**src/rtl/assert_macros.svh**
```systemverilog
// ----------------------------------------------------------------------------
// assert_macros.svh
// Assertion macros shared by the RTL files; empty when synthesizing.
// ----------------------------------------------------------------------------
`ifndef ASSERT_MACROS_SVH
`define ASSERT_MACROS_SVH

`ifndef SYNTHESIS

`define ASSERT_ALWAYS(lbl, clk, rst_n, prop) \
    lbl: assert property (@(posedge clk) disable iff (!rst_n) (prop)) \
        else $error("assertion failed");

`define ASSERT_IMPLIES(lbl, clk, rst_n, ante, cons) \
    lbl: assert property (@(posedge clk) disable iff (!rst_n) (ante) |-> (cons)) \
        else $error("assertion failed");

`define ASSERT_NEXT(lbl, clk, rst_n, ante, cons) \
    lbl: assert property (@(posedge clk) disable iff (!rst_n) (ante) |=> (cons)) \
        else $error("assertion failed");

`else

`define ASSERT_ALWAYS(lbl, clk, rst_n, prop)

`define ASSERT_IMPLIES(lbl, clk, rst_n, ante, cons)

`define ASSERT_NEXT(lbl, clk, rst_n, ante, cons)

`endif

`endif

```
**src/rtl/hlcd_pkg.sv**
```systemverilog
// ----------------------------------------------------------------------------
// hlcd_pkg
// Types, codes and defaults shared by the deframer modules.
// ----------------------------------------------------------------------------
package hlcd_pkg;

    localparam int LENGTH_BITS_DEF     = 16;
    localparam int TICK_COUNT_BITS_DEF = 16;

    localparam int CFG_IDX_BITS  = 2;
    localparam int CFG_DATA_BITS = 16;
    localparam int FRAME_LEN_BITS = 16;

    localparam logic [15:0] TIMEOUT_RESET = 16'd250;

    localparam logic [CFG_IDX_BITS-1:0] CFG_HEADER_ONE   = 2'd0;
    localparam logic [CFG_IDX_BITS-1:0] CFG_HEADER_TWO   = 2'd1;
    localparam logic [CFG_IDX_BITS-1:0] CFG_HEADER_THREE = 2'd2;
    localparam logic [CFG_IDX_BITS-1:0] CFG_TIMEOUT      = 2'd3;

    localparam logic FUNC_BYTE = 1'b0;
    localparam logic FUNC_TICK = 1'b1;

    typedef enum logic [2:0] {
        KIND_PAYLOAD   = 3'd0,
        KIND_GOOD      = 3'd1,
        KIND_SUM_BAD   = 3'd2,
        KIND_LEN_BAD   = 3'd3,
        KIND_TIMEOUT   = 3'd4
    } t_kind;

    typedef enum logic [7:0] {
        PH_HEAD1  = 8'b0000_0001,
        PH_HEAD2  = 8'b0000_0010,
        PH_HEAD3  = 8'b0000_0100,
        PH_LEN1   = 8'b0000_1000,
        PH_LEN2   = 8'b0001_0000,
        PH_LENCHK = 8'b0010_0000,
        PH_DATA   = 8'b0100_0000,
        PH_SUM    = 8'b1000_0000
    } t_phase;

    typedef struct packed {
        t_kind                     kind;
        logic [7:0]                data;
        logic                      last;
        logic [FRAME_LEN_BITS-1:0] length;
    } t_result;

    typedef struct packed {
        logic                     we;
        logic [CFG_IDX_BITS-1:0]  addr;
        logic [CFG_DATA_BITS-1:0] data;
    } t_cfg_wr;

endpackage

```
**src/rtl/hlcd_parser.sv**
```systemverilog
// ----------------------------------------------------------------------------
// hlcd_parser
// Configuration registers, frame state machine and per-beat result logic.
// ----------------------------------------------------------------------------
`include "assert_macros.svh"

module hlcd_parser #(
    parameter int LENGTH_BITS     = 16,
    parameter int TICK_COUNT_BITS = 16
) (
    input  logic              i_clk,
    input  logic              i_rst_n,
    input  hlcd_pkg::t_cfg_wr i_cfg,
    input  logic              i_beat,
    input  logic              i_func,
    input  logic [7:0]        i_byte,
    output logic              o_res_valid,
    output hlcd_pkg::t_result o_res
);
    import hlcd_pkg::*;

    localparam int CMP_BITS = (TICK_COUNT_BITS > 16) ? TICK_COUNT_BITS : 16;

    logic [7:0]                 r_hdr1, r_hdr2, r_hdr3;
    logic [15:0]                r_timeout;
    t_phase                     r_phase, n_phase;
    logic [7:0]                 r_len_high, n_len_high;
    logic [LENGTH_BITS-1:0]     r_len, n_len;
    logic [7:0]                 r_len_sum, n_len_sum;
    logic [7:0]                 r_pay_sum, n_pay_sum;
    logic [LENGTH_BITS-1:0]     r_rcvd, n_rcvd;
    logic [TICK_COUNT_BITS-1:0] r_idle, n_idle;

    logic [TICK_COUNT_BITS-1:0] idle_inc;
    logic [LENGTH_BITS-1:0]     rcvd_inc;
    logic                       begun;
    logic                       res_valid;
    t_kind                      res_kind;
    logic [7:0]                 res_data;
    logic                       res_last;

    always_ff @(posedge i_clk) begin
        if (!i_rst_n) begin
            r_hdr1    <= 8'd0;
            r_hdr2    <= 8'd0;
            r_hdr3    <= 8'd0;
            r_timeout <= TIMEOUT_RESET;
        end else if (i_cfg.we) begin
            case (i_cfg.addr)
                CFG_HEADER_ONE:   r_hdr1    <= i_cfg.data[7:0];
                CFG_HEADER_TWO:   r_hdr2    <= i_cfg.data[7:0];
                CFG_HEADER_THREE: r_hdr3    <= i_cfg.data[7:0];
                CFG_TIMEOUT:      r_timeout <= i_cfg.data[15:0];
                default: ;
            endcase
        end
    end

    assign idle_inc = (r_idle == '1) ? r_idle : r_idle + 1'b1;
    assign rcvd_inc = r_rcvd + 1'b1;
    assign begun    = ((r_phase == PH_DATA) && (r_rcvd != '0)) ||
                      ((r_phase == PH_SUM) && (r_len != '0));

    always_comb begin
        n_phase    = r_phase;
        n_len_high = r_len_high;
        n_len      = r_len;
        n_len_sum  = r_len_sum;
        n_pay_sum  = r_pay_sum;
        n_rcvd     = r_rcvd;
        n_idle     = r_idle;
        res_valid  = 1'b0;
        res_kind   = KIND_PAYLOAD;
        res_data   = 8'd0;
        res_last   = 1'b0;
        if (i_beat && (i_func == FUNC_TICK)) begin
            if (r_phase != PH_HEAD1) begin
                if (CMP_BITS'(idle_inc) < CMP_BITS'(r_timeout)) begin
                    n_idle = idle_inc;
                end else begin
                    n_idle    = '0;
                    n_phase   = PH_HEAD1;
                    res_valid = begun;
                    res_kind  = KIND_TIMEOUT;
                end
            end
        end else if (i_beat) begin
            n_idle = '0;
            case (r_phase)
                PH_HEAD1: begin
                    if (i_byte == r_hdr1) n_phase = PH_HEAD2;
                end
                PH_HEAD2: begin
                    n_phase = (i_byte == r_hdr2) ? PH_HEAD3 : PH_HEAD1;
                end
                PH_HEAD3: begin
                    if (i_byte == r_hdr3) begin
                        n_len_sum = 8'd0;
                        n_phase   = PH_LEN1;
                    end else begin
                        n_phase = PH_HEAD1;
                    end
                end
                PH_LEN1: begin
                    n_len_high = i_byte;
                    n_len_sum  = r_len_sum + i_byte;
                    n_phase    = PH_LEN2;
                end
                PH_LEN2: begin
                    n_len_sum = r_len_sum + i_byte;
                    n_len     = LENGTH_BITS'({r_len_high, i_byte});
                    n_phase   = PH_LENCHK;
                end
                PH_LENCHK: begin
                    if (i_byte == r_len_sum) begin
                        n_pay_sum = 8'd0;
                        n_rcvd    = '0;
                        n_phase   = (r_len == '0) ? PH_SUM : PH_DATA;
                    end else begin
                        n_phase   = PH_HEAD1;
                        res_valid = 1'b1;
                        res_kind  = KIND_LEN_BAD;
                    end
                end
                PH_DATA: begin
                    n_pay_sum = r_pay_sum + i_byte;
                    n_rcvd    = rcvd_inc;
                    res_last  = (rcvd_inc >= r_len);
                    if (res_last) n_phase = PH_SUM;
                    res_valid = 1'b1;
                    res_kind  = KIND_PAYLOAD;
                    res_data  = i_byte;
                end
                PH_SUM: begin
                    n_phase   = PH_HEAD1;
                    res_valid = 1'b1;
                    res_kind  = (i_byte == r_pay_sum) ? KIND_GOOD : KIND_SUM_BAD;
                end
                default: begin
                    n_phase = PH_HEAD1;
                end
            endcase
        end
    end

    always_ff @(posedge i_clk) begin
        if (!i_rst_n) begin
            r_phase    <= PH_HEAD1;
            r_len_high <= 8'd0;
            r_len      <= '0;
            r_len_sum  <= 8'd0;
            r_pay_sum  <= 8'd0;
            r_rcvd     <= '0;
            r_idle     <= '0;
        end else begin
            r_phase    <= n_phase;
            r_len_high <= n_len_high;
            r_len      <= n_len;
            r_len_sum  <= n_len_sum;
            r_pay_sum  <= n_pay_sum;
            r_rcvd     <= n_rcvd;
            r_idle     <= n_idle;
        end
    end

    assign o_res_valid = res_valid;
    assign o_res       = '{kind: res_kind, data: res_data, last: res_last,
                           length: FRAME_LEN_BITS'(r_len)};

    `ASSERT_IMPLIES(a_rcvd_in_range, i_clk, i_rst_n, r_phase == PH_DATA, r_rcvd < r_len)
    `ASSERT_IMPLIES(a_verdict_from_sum, i_clk, i_rst_n,
        res_valid && (res_kind == KIND_GOOD || res_kind == KIND_SUM_BAD), r_phase == PH_SUM)

endmodule

```
**src/rtl/hlcd_out_stage.sv**
```systemverilog
// ----------------------------------------------------------------------------
// hlcd_out_stage
// Output register with a skid slot; parts the input and output handshakes.
// ----------------------------------------------------------------------------
`include "assert_macros.svh"

module hlcd_out_stage (
    input  logic              i_clk,
    input  logic              i_rst_n,
    input  logic              i_beat,
    input  logic              i_res_valid,
    input  hlcd_pkg::t_result i_res,
    output logic              o_in_ready,
    output logic              o_valid,
    input  logic              i_ready,
    output hlcd_pkg::t_result o_res
);
    import hlcd_pkg::*;

    logic    r_out_v, r_skid_v;
    t_result r_out, r_skid;
    logic    load;

    assign load = i_beat && i_res_valid;

    always_ff @(posedge i_clk) begin
        if (!i_rst_n) begin
            r_out_v  <= 1'b0;
            r_skid_v <= 1'b0;
        end else if (!r_out_v || i_ready) begin
            if (r_skid_v) begin
                r_out_v  <= 1'b1;
                r_skid_v <= 1'b0;
            end else begin
                r_out_v <= load;
            end
        end else if (load) begin
            r_skid_v <= 1'b1;
        end
    end

    always_ff @(posedge i_clk) begin
        if (!r_out_v || i_ready) begin
            r_out <= r_skid_v ? r_skid : i_res;
        end else if (load) begin
            r_skid <= i_res;
        end
    end

    assign o_in_ready = !r_skid_v;
    assign o_valid    = r_out_v;
    assign o_res      = r_out;

    `ASSERT_IMPLIES(a_skid_behind_out, i_clk, i_rst_n, r_skid_v, r_out_v)
    `ASSERT_NEXT(a_held_beat_kept, i_clk, i_rst_n, r_out_v && !i_ready,
        r_out_v && $stable(r_out))

endmodule

```
**src/rtl/header_length_checksum_deframer_core.sv**
```systemverilog
// ----------------------------------------------------------------------------
// header_length_checksum_deframer_core
// Sync-header / length / checksum frame receiver with streaming payload out.
// ----------------------------------------------------------------------------
// Input stream: one beat per received byte (tuser = 0, byte in tdata) or per
// timer tick (tuser = 1). The block hunts for the three header bytes, reads a
// big-endian length and its check byte, then forwards payload bytes as they
// arrive (tlast on the final one) and ends with a good or bad checksum beat.
// Length check failures and timeout aborts after payload began also give a
// beat on the output; other input beats give none.
// Throughput: one input beat per cycle while the skid slot is empty; the
// state machine and 8-bit sums settle within the cycle of acceptance.
// Each result is registered in the output stage before it is presented.
// When the receiver stalls, results collect in the output register and one
// skid slot; s_axis_tready drops only once the skid slot holds a beat.
// Reset (synchronous, active low) returns the parser to header hunting,
// empties the output stage and loads the register defaults (headers 0,
// timeout 250 ticks). Write configuration only while the block is idle.
// ----------------------------------------------------------------------------
module header_length_checksum_deframer_core #(
    parameter int LENGTH_BITS     = hlcd_pkg::LENGTH_BITS_DEF,
    parameter int TICK_COUNT_BITS = hlcd_pkg::TICK_COUNT_BITS_DEF
) (
    input  logic                               i_clk,
    input  logic                               i_rst_n,
    input  logic                               i_cfg_we,
    input  logic [hlcd_pkg::CFG_IDX_BITS-1:0]  i_cfg_addr,
    input  logic [hlcd_pkg::CFG_DATA_BITS-1:0] i_cfg_data,
    input  logic                               s_axis_tvalid,
    output logic                               s_axis_tready,
    input  logic [7:0]                         s_axis_tdata,  // rx_byte
    input  logic [0:0]                         s_axis_tuser,  // func
    output logic                               m_axis_tvalid,
    input  logic                               m_axis_tready,
    output logic [23:0]                        m_axis_tdata,  // out_byte, frame_length
    output logic [2:0]                         m_axis_tuser,  // out_kind
    output logic                               m_axis_tlast   // out_last
);
    import hlcd_pkg::*;

    t_cfg_wr cfg;
    logic    beat;
    logic    res_valid;
    t_result res;
    t_result out_res;

    assign cfg  = '{we: i_cfg_we, addr: i_cfg_addr, data: i_cfg_data};
    assign beat = s_axis_tvalid && s_axis_tready;

    hlcd_parser #(
        .LENGTH_BITS     (LENGTH_BITS),
        .TICK_COUNT_BITS (TICK_COUNT_BITS)
    ) u_parser (
        .i_clk       (i_clk),
        .i_rst_n     (i_rst_n),
        .i_cfg       (cfg),
        .i_beat      (beat),
        .i_func      (s_axis_tuser[0]),
        .i_byte      (s_axis_tdata),
        .o_res_valid (res_valid),
        .o_res       (res)
    );

    hlcd_out_stage u_out (
        .i_clk       (i_clk),
        .i_rst_n     (i_rst_n),
        .i_beat      (beat),
        .i_res_valid (res_valid),
        .i_res       (res),
        .o_in_ready  (s_axis_tready),
        .o_valid     (m_axis_tvalid),
        .i_ready     (m_axis_tready),
        .o_res       (out_res)
    );

    assign m_axis_tdata = {out_res.length, out_res.data};
    assign m_axis_tuser = out_res.kind;
    assign m_axis_tlast = out_res.last;

endmodule

```
**config.mk**
```make
export PLATFORM = sky130hd
export DESIGN_NAME = header_length_checksum_deframer_core
export DESIGN_NICKNAME = d
export VERILOG_FILES = /design/src/rtl/hlcd_pkg.sv /design/src/rtl/hlcd_parser.sv /design/src/rtl/hlcd_out_stage.sv /design/src/rtl/header_length_checksum_deframer_core.sv
export VERILOG_INCLUDE_DIRS = /design/src /design/src/rtl
export SDC_FILE = /design/constraint.sdc
export NUM_CORES = 1
export LEC_CHECK = 0
export BUFFER_PORTS_ARGS = -buffer_cell sky130_fd_sc_hd__buf_2
export CAP_MARGIN = 40
export CORE_UTILIZATION = 55
export DETAILED_ROUTE_END_ITERATION = 12
export GPL_TIMING_DRIVEN = 0
export PLACE_DENSITY = 0.81
export SLEW_MARGIN = 0
export SYNTH_ARGS = -nofsm -noshare
export SYNTH_HDL_FRONTEND = slang
export SYNTH_SLANG_ARGS = --single-unit
```
**constraint.sdc**
```tcl
create_clock -name i_clk -period 6.6 [get_ports i_clk]
set_input_delay 0.66 -clock i_clk [delete_from_list [all_inputs] [get_ports i_clk]]
set_output_delay 0.66 -clock i_clk [all_outputs]
set_load 0.01 [all_outputs]
```
==> Word-level counts from Yosys, hierarchy flattened <==
Cells that the tools add are included.
{ "totals": {"output_inout_bits": 30, "register_bits": 178, "elab_cells": 127, "in_bits": 32} }
{ "op_classes": {"reduce_logical": 30, "order_cmp": 2, "bitwise_logic": 3, "n_addsub": 4, "muxes": 43, "n_eq_ne": 24} }
{ "ops": {"columns": ["cell", "count"], "rows": [
  ["two-way mux 8 bit", 13],
  ["two-way mux 16 bit", 6],
  ["case mux 8 bit (7 select lines)", 1],
  ["equality test 8 bit", 5],
  ["adder 16 x 1 -> 16 bit (second input constant)", 2],
  ["case mux 16 bit (2 select lines)", 1],
  ["case mux 8 bit (2 select lines)", 2],
  ["nonzero test 16 bit", 2],
  ["two-way mux 28 bit", 1],
  ["adder 8 bit", 2],
  ["equality test 16 bit (second input constant)", 1],
  ["greater-or-equal comparator 16 bit", 1],
  ["zero test 16 bit", 1],
  ["< comparator 16 bit", 1],
  ["two-way mux 3 bit", 5],
  ["AND reduction 2 bit", 6],
  ["two-way mux 1 bit", 9],
  ["equality test 8 x 1 -> 1 bit (second input constant)", 1],
  ["equality test 8 x 2 -> 1 bit (second input constant)", 1],
  ["equality test 8 x 3 -> 1 bit (second input constant)", 1],
  ["equality test 8 x 4 -> 1 bit (second input constant)", 1],
  ["equality test 8 x 5 -> 1 bit (second input constant)", 1],
  ["equality test 8 x 6 -> 1 bit (second input constant)", 1],
  ["equality test 8 x 7 -> 1 bit (second input constant)", 1],
  ["22 further kinds", 40]
]} }

==> Logic depth before layout (Yosys ltp) <==
{ "depth": {"word_depth": 8, "ltp_mapped": 17, "mapped_depth_nobuf": 16} }

==> By module <==
A second synthesis with hierarchy kept.
{ "unflattened": {"hier_cells": 963, "area_unflattened_um2": 9213.8} }
{ "by_module_without_submodules": {"columns": ["module", "cells_each", "area_per_inst_um2", "instances"], "rows": [
  ["hlcd_parser", 866, 7090.6, 1],
  ["hlcd_out_stage", 96, 2117.0, 1],
  ["header_length_checksum_deframer_core", 1, 6.3, 1]
]} }

==> Least setup slack after synthesis <==
OpenSTA, ideal clock, no wires.
{ "synth_path": {"kind": "flip-flop to flip-flop", "startpoint": "register u_parser.r_idle[1]", "endpoint": "register u_out.r_skid[0] (netlist name), enable pin", "synth_period_minus_slack_ns": 5.532, "arrival_ns": 5.075, "slack_ns": 1.068, "stages_incl_launch_ff": 15, "path_cell_list": "dfxtp_1 -> ha_1 -> nand3_1 -> nor4_4 -> nor3b_1 -> and3_1 -> clkbuf_1 -> nand3_1 -> xnor2_1 -> ha_1 -> and4_2 -> o2111ai_1 -> o21ai_0 -> o21ai_0 -> a211oi_1"} }
{ "synth_via": {"elab_chain_cells": 8, "word_cells_on_any_way": 9, "cone_classes": "add/sub (1); order compare (1); eq/ne (1); mux (4); reduce/logical (2)"} }
{ "synth_rtl": {"columns": ["item", "line", "source"], "rows": [
  ["from (decl)", "hlcd_parser.sv:32", "logic [TICK_COUNT_BITS-1:0] r_idle, n_idle;"],
  ["from (signal assigned)", "hlcd_parser.sv:162", "r_idle <= n_idle;"],
  ["adder 16 x 1 -> 16 bit / equality test 16 bit (equally long branches)", "hlcd_parser.sv:59", "assign idle_inc = (r_idle == '1) ? r_idle : r_idle + 1'b1;"],
  ["two-way mux 16 bit *", "hlcd_parser.sv:59", null],
  ["< comparator 16 bit *", "hlcd_parser.sv:78", "if (CMP_BITS'(idle_inc) < CMP_BITS'(r_timeout)) begin"],
  ["two-way mux 1 bit *", "hlcd_parser.sv:78", null],
  ["two-way mux 1 bit *", "hlcd_parser.sv:77", "if (r_phase != PH_HEAD1) begin"],
  ["two-way mux 1 bit *", "hlcd_parser.sv:76", "if (i_beat && (i_func == FUNC_TICK)) begin"],
  ["logical AND 1 bit *", "hlcd_out_stage.sv:24", "assign load = i_beat && i_res_valid;"],
  ["AND reduction 2 bit (no line) *", null, null],
  ["to (signal assigned)", "hlcd_out_stage.sv:46", "r_skid <= i_res;"],
  ["to (decl)", "hlcd_out_stage.sv:21", "t_result r_out, r_skid;"]
]} }
Mark *: on every way between the ends. The rest lies on a longest branch, timed or not.
A chain may end at the register's enable or synchronous reset.

==> Worst setup path in the final report <==
{ "layout_path": {"startpoint": "register u_parser.r_idle[1]", "endpoint": "register u_out.r_skid[19] (netlist name), enable pin"} }
Same word-level chain as after synthesis.

==> metrics <==
status=finished clean; proportion of netlist area held by the largest area contributor=0.266; synthesized netlist cell count=983; final clock skew=between 7 and 8 ps; global-route wire length before repair=roughly 35000 um; minimum period implied by the final worst setup slack=between 5000 and 6000 ps; Via Count=between 7000 and 8000; number of synthesized flops with an enable pin=56; Final Hold Fails=0; Critical Path AT=5310 ps; startpoint kind of the worst setup timing path=register; headroom to the max-slew limit=0.436; DR pass1 iterations=5; post-synthesis sequential area ratio=0.449; most numerous cell in the Yosys netlist=dfxtp_1; post-DR vias/cell=roughly 5.8; final net count=between 1000 and 1500; number of maximum-capacitance violations=0; pwr/cell area=about 220 nW/um^2; die outline area=17200 sq um; GRT Residual Overflow=0; Cell Area, Synth=about 9000 sq um; Least-Margin Pin Slew=~840 ps; half-perimeter wire length after detailed placement=roughly 16000 um; Core Rows=between 40 and 50; initial antenna violation count=1; post-route antenna net violation count=0; synthesis-stage register bit count=about 180; DRC viols=0; highest achievable clock rate=between 150 and 200 MHz; Finished Cell Area=approximately 10000 sq um; leakage power=approximately 4.6 nW; hold-fix buffer count after cts=0; number of global-route vias before repair=~7300; Peak supply drop=0.000196 V; Total Routed Length=21600 um; post-place instance area=between 9000 and 10000 sq um; final cycle utilization of the critical path=0.780; startpoint of the most critical hold path=i_cfg_data[12]; prevailing post-synth register cell=dfxtp_1; top fanout value on the critical path=17; clock latency reported for the late side of the worst-skew pair=450 ps; critical setup path kind=register to register; worst hold margin=about 440 ps; initial drt markers=approximately 570; Critical Path Source=u_parser.r_idle[1]; CORE AREA=between 15000 and 20000 sq um; post-layout util=0.649; final setup violation count=0; post-CTS setup buffer count=0; fill cell total of the finished layout=1305; proportion of layout cells with a drive suffix above 1=0.104; required time reported for the critical path endpoint=just under 7000 ps; global placement routability congestion=0.901; count of buffers from port buffering=60; main area contributors after synthesis=dfxtp_1 27%, edfxtp_1 18%, ha_1 6.5%; unrepaired setup endpoints after global routing=false; clock root buffer=clkbuf_16; clock slew seen by the registers of the worst setup and hold paths=roughly 70 ps; Initial Util=0.571; Warnings, synthesis=0; class of the tightest hold or removal check=primary input to register; number of library cell types mapped by synthesis=61; Boundary Pins=slightly above 60; CTS buffer count=17; synthesized net count=roughly 1100; mean routed wirelength per cell=about 17 um; Syn Area/Cell=around 9.3 sq um; quantity of gates resized following cts=0; deepest level of the CTS H-tree=4; count of final max-slew check failures=0; critical path endpoint category=register; Clock Sinks=~180; pin count of the biggest net entering global routing=26; cell type with the highest aggregate area in the netlist=dfxtp_1; Tot GR Track Use=0.260; clock tree from TritonCTS=built; die boundary width=~130 um; maximum buffer depth of the clock tree=2; top post-synthesis cells by count=122 x dfxtp_1, 113 x nor2_1, 94 x nand2_1; die span in y=roughly 130 um; area added between synthesis and finish=13.6%; launch instance of the worst register-to-register path=u_parser.r_idle[1]; Async S/R FF share, synth=0
[cells in the final DEF (no fill, tap or decap), types with 3 or more instances in the layout]
cell type and n:
a21oi_1 38, ha_1 48, a22oi_1 20, and3_1 19, a211oi_1 3, inv_1 52
nand3b_1 14, edfxtp_1 56, xor2_1 25, a31oi_1 13, dfxtp_1 122, nand4_2 3
nor3b_1 3, o22ai_1 8, clkbuf_1 40, xnor2_1 39, clkbuf_16 18, buf_2 61
nor3_1 17, or3_1 3, o21ai_0 43, nand2b_1 6, nor4_1 13, mux2i_1 57
inv_6 5, a21o_1 21, nand4_1 14, nor2b_1 7, buf_1 10, nor2_1 113
nand3_1 28, nand2_1 94, o211ai_1 9, o21a_1 6
[logic make-up after synthesis]
logic type	count (synthesis)	share of synthesized area
flops	178	0.449
xor+xnor	64	0.0611
mux	59	0.0650
simple gates	346	0.183
fa+ha+maj	50	0.0698
buf+inv	104	0.0440
compound gates	182	0.127
[flip-flops by register name, indices dropped and copies added (netlist names)]
name                 count
u_out.o_valid            1
u_out.o_res             28
u_parser.r_len          16
u_parser.r_len_high      8
u_parser.r_hdr1          8
u_parser.r_idle         16
u_parser.r_hdr2          8
u_parser.r_hdr3          8
u_out.r_skid            28
u_parser.r_rcvd         16
u_parser.r_phase         8
u_parser.r_pay_sum       8
u_parser.r_len_sum       8
u_out.r_skid_v           1
u_parser.r_timeout      16
[where the power goes]
group	total, W	internal (W)	switching [W]
registers	0.00114	0.00113	0.00000542
clock network	0.00101	0.000560	0.000452
logic	0.000111	0.0000390	0.0000715
total	0.00226	0.00173	0.000529
[critical path, cell delays in order (launching register included)]
cell       delay, ps
dfxtp_1          350
ha_1             230
nand3_1          210
nor4_4           100
nor3b_1          590
and3_1           240
clkbuf_1         200
nand3_1          180
xnor2_1          200
ha_1             320
and4_2           250
o2111ai_1        150
o21ai_0          550
o21ai_0          290
a211oi_4         760
buf_16           230
[path summary, 6_finish.rpt]
kind                             to  cells past startpoint  slack, ps
max reg2reg        u_out.r_skid[19]                     15       1450
min          u_parser.r_timeout[12]                      3        440
max                u_out.r_skid[19]                     15       1450
min reg2reg   u_parser.r_timeout[2]                      2        450
[metrics by stage]
| stage | setup TNS (ps) | total power [W] | setup WS (ps) | cells |
|---|---|---|---|---|
| floorplan | 0 | 0.00123 | 1070 | 983 |
| global placement | -16060 | 0.00126 | -577 | 1259 |
| detailed placement | 0 | 0.00127 | 1610 | 1263 |
| CTS | 0 | 0.00226 | 1580 | 1295 |
| global route | 0 | 0.00232 | 1180 | 1296 |
| finish | 0 | 0.00226 | 1450 | 1296 |
[per-layer routing]
metal,vias to the layer above,track usage,routed length [um]
li1,3657,-,-
met5,-,0,0
met2,263,0.447,10600
met3,62,0.0463,1130
met1,3507,0.313,9210
met4,0,0.127,665
[layout make-up]
cell class | instances | area [sq um] | area share
inverters | 53 | 199 | 0.0191
flip-flops and latches | 178 | 4120 | 0.396
diodes | 1 | 2.50 | 0.000240
clock buffers | 20 | 468 | 0.0449
plain buffers | 51 | 205 | 0.0197
well taps | 216 | 270 | 0.0259
clock inverters | 12 | 119 | 0.0114
repair buffers | 64 | 372 | 0.0357
multi-input cells | 701 | 4660 | 0.447
No activity file was read; power rests on OpenSTA's default activity.
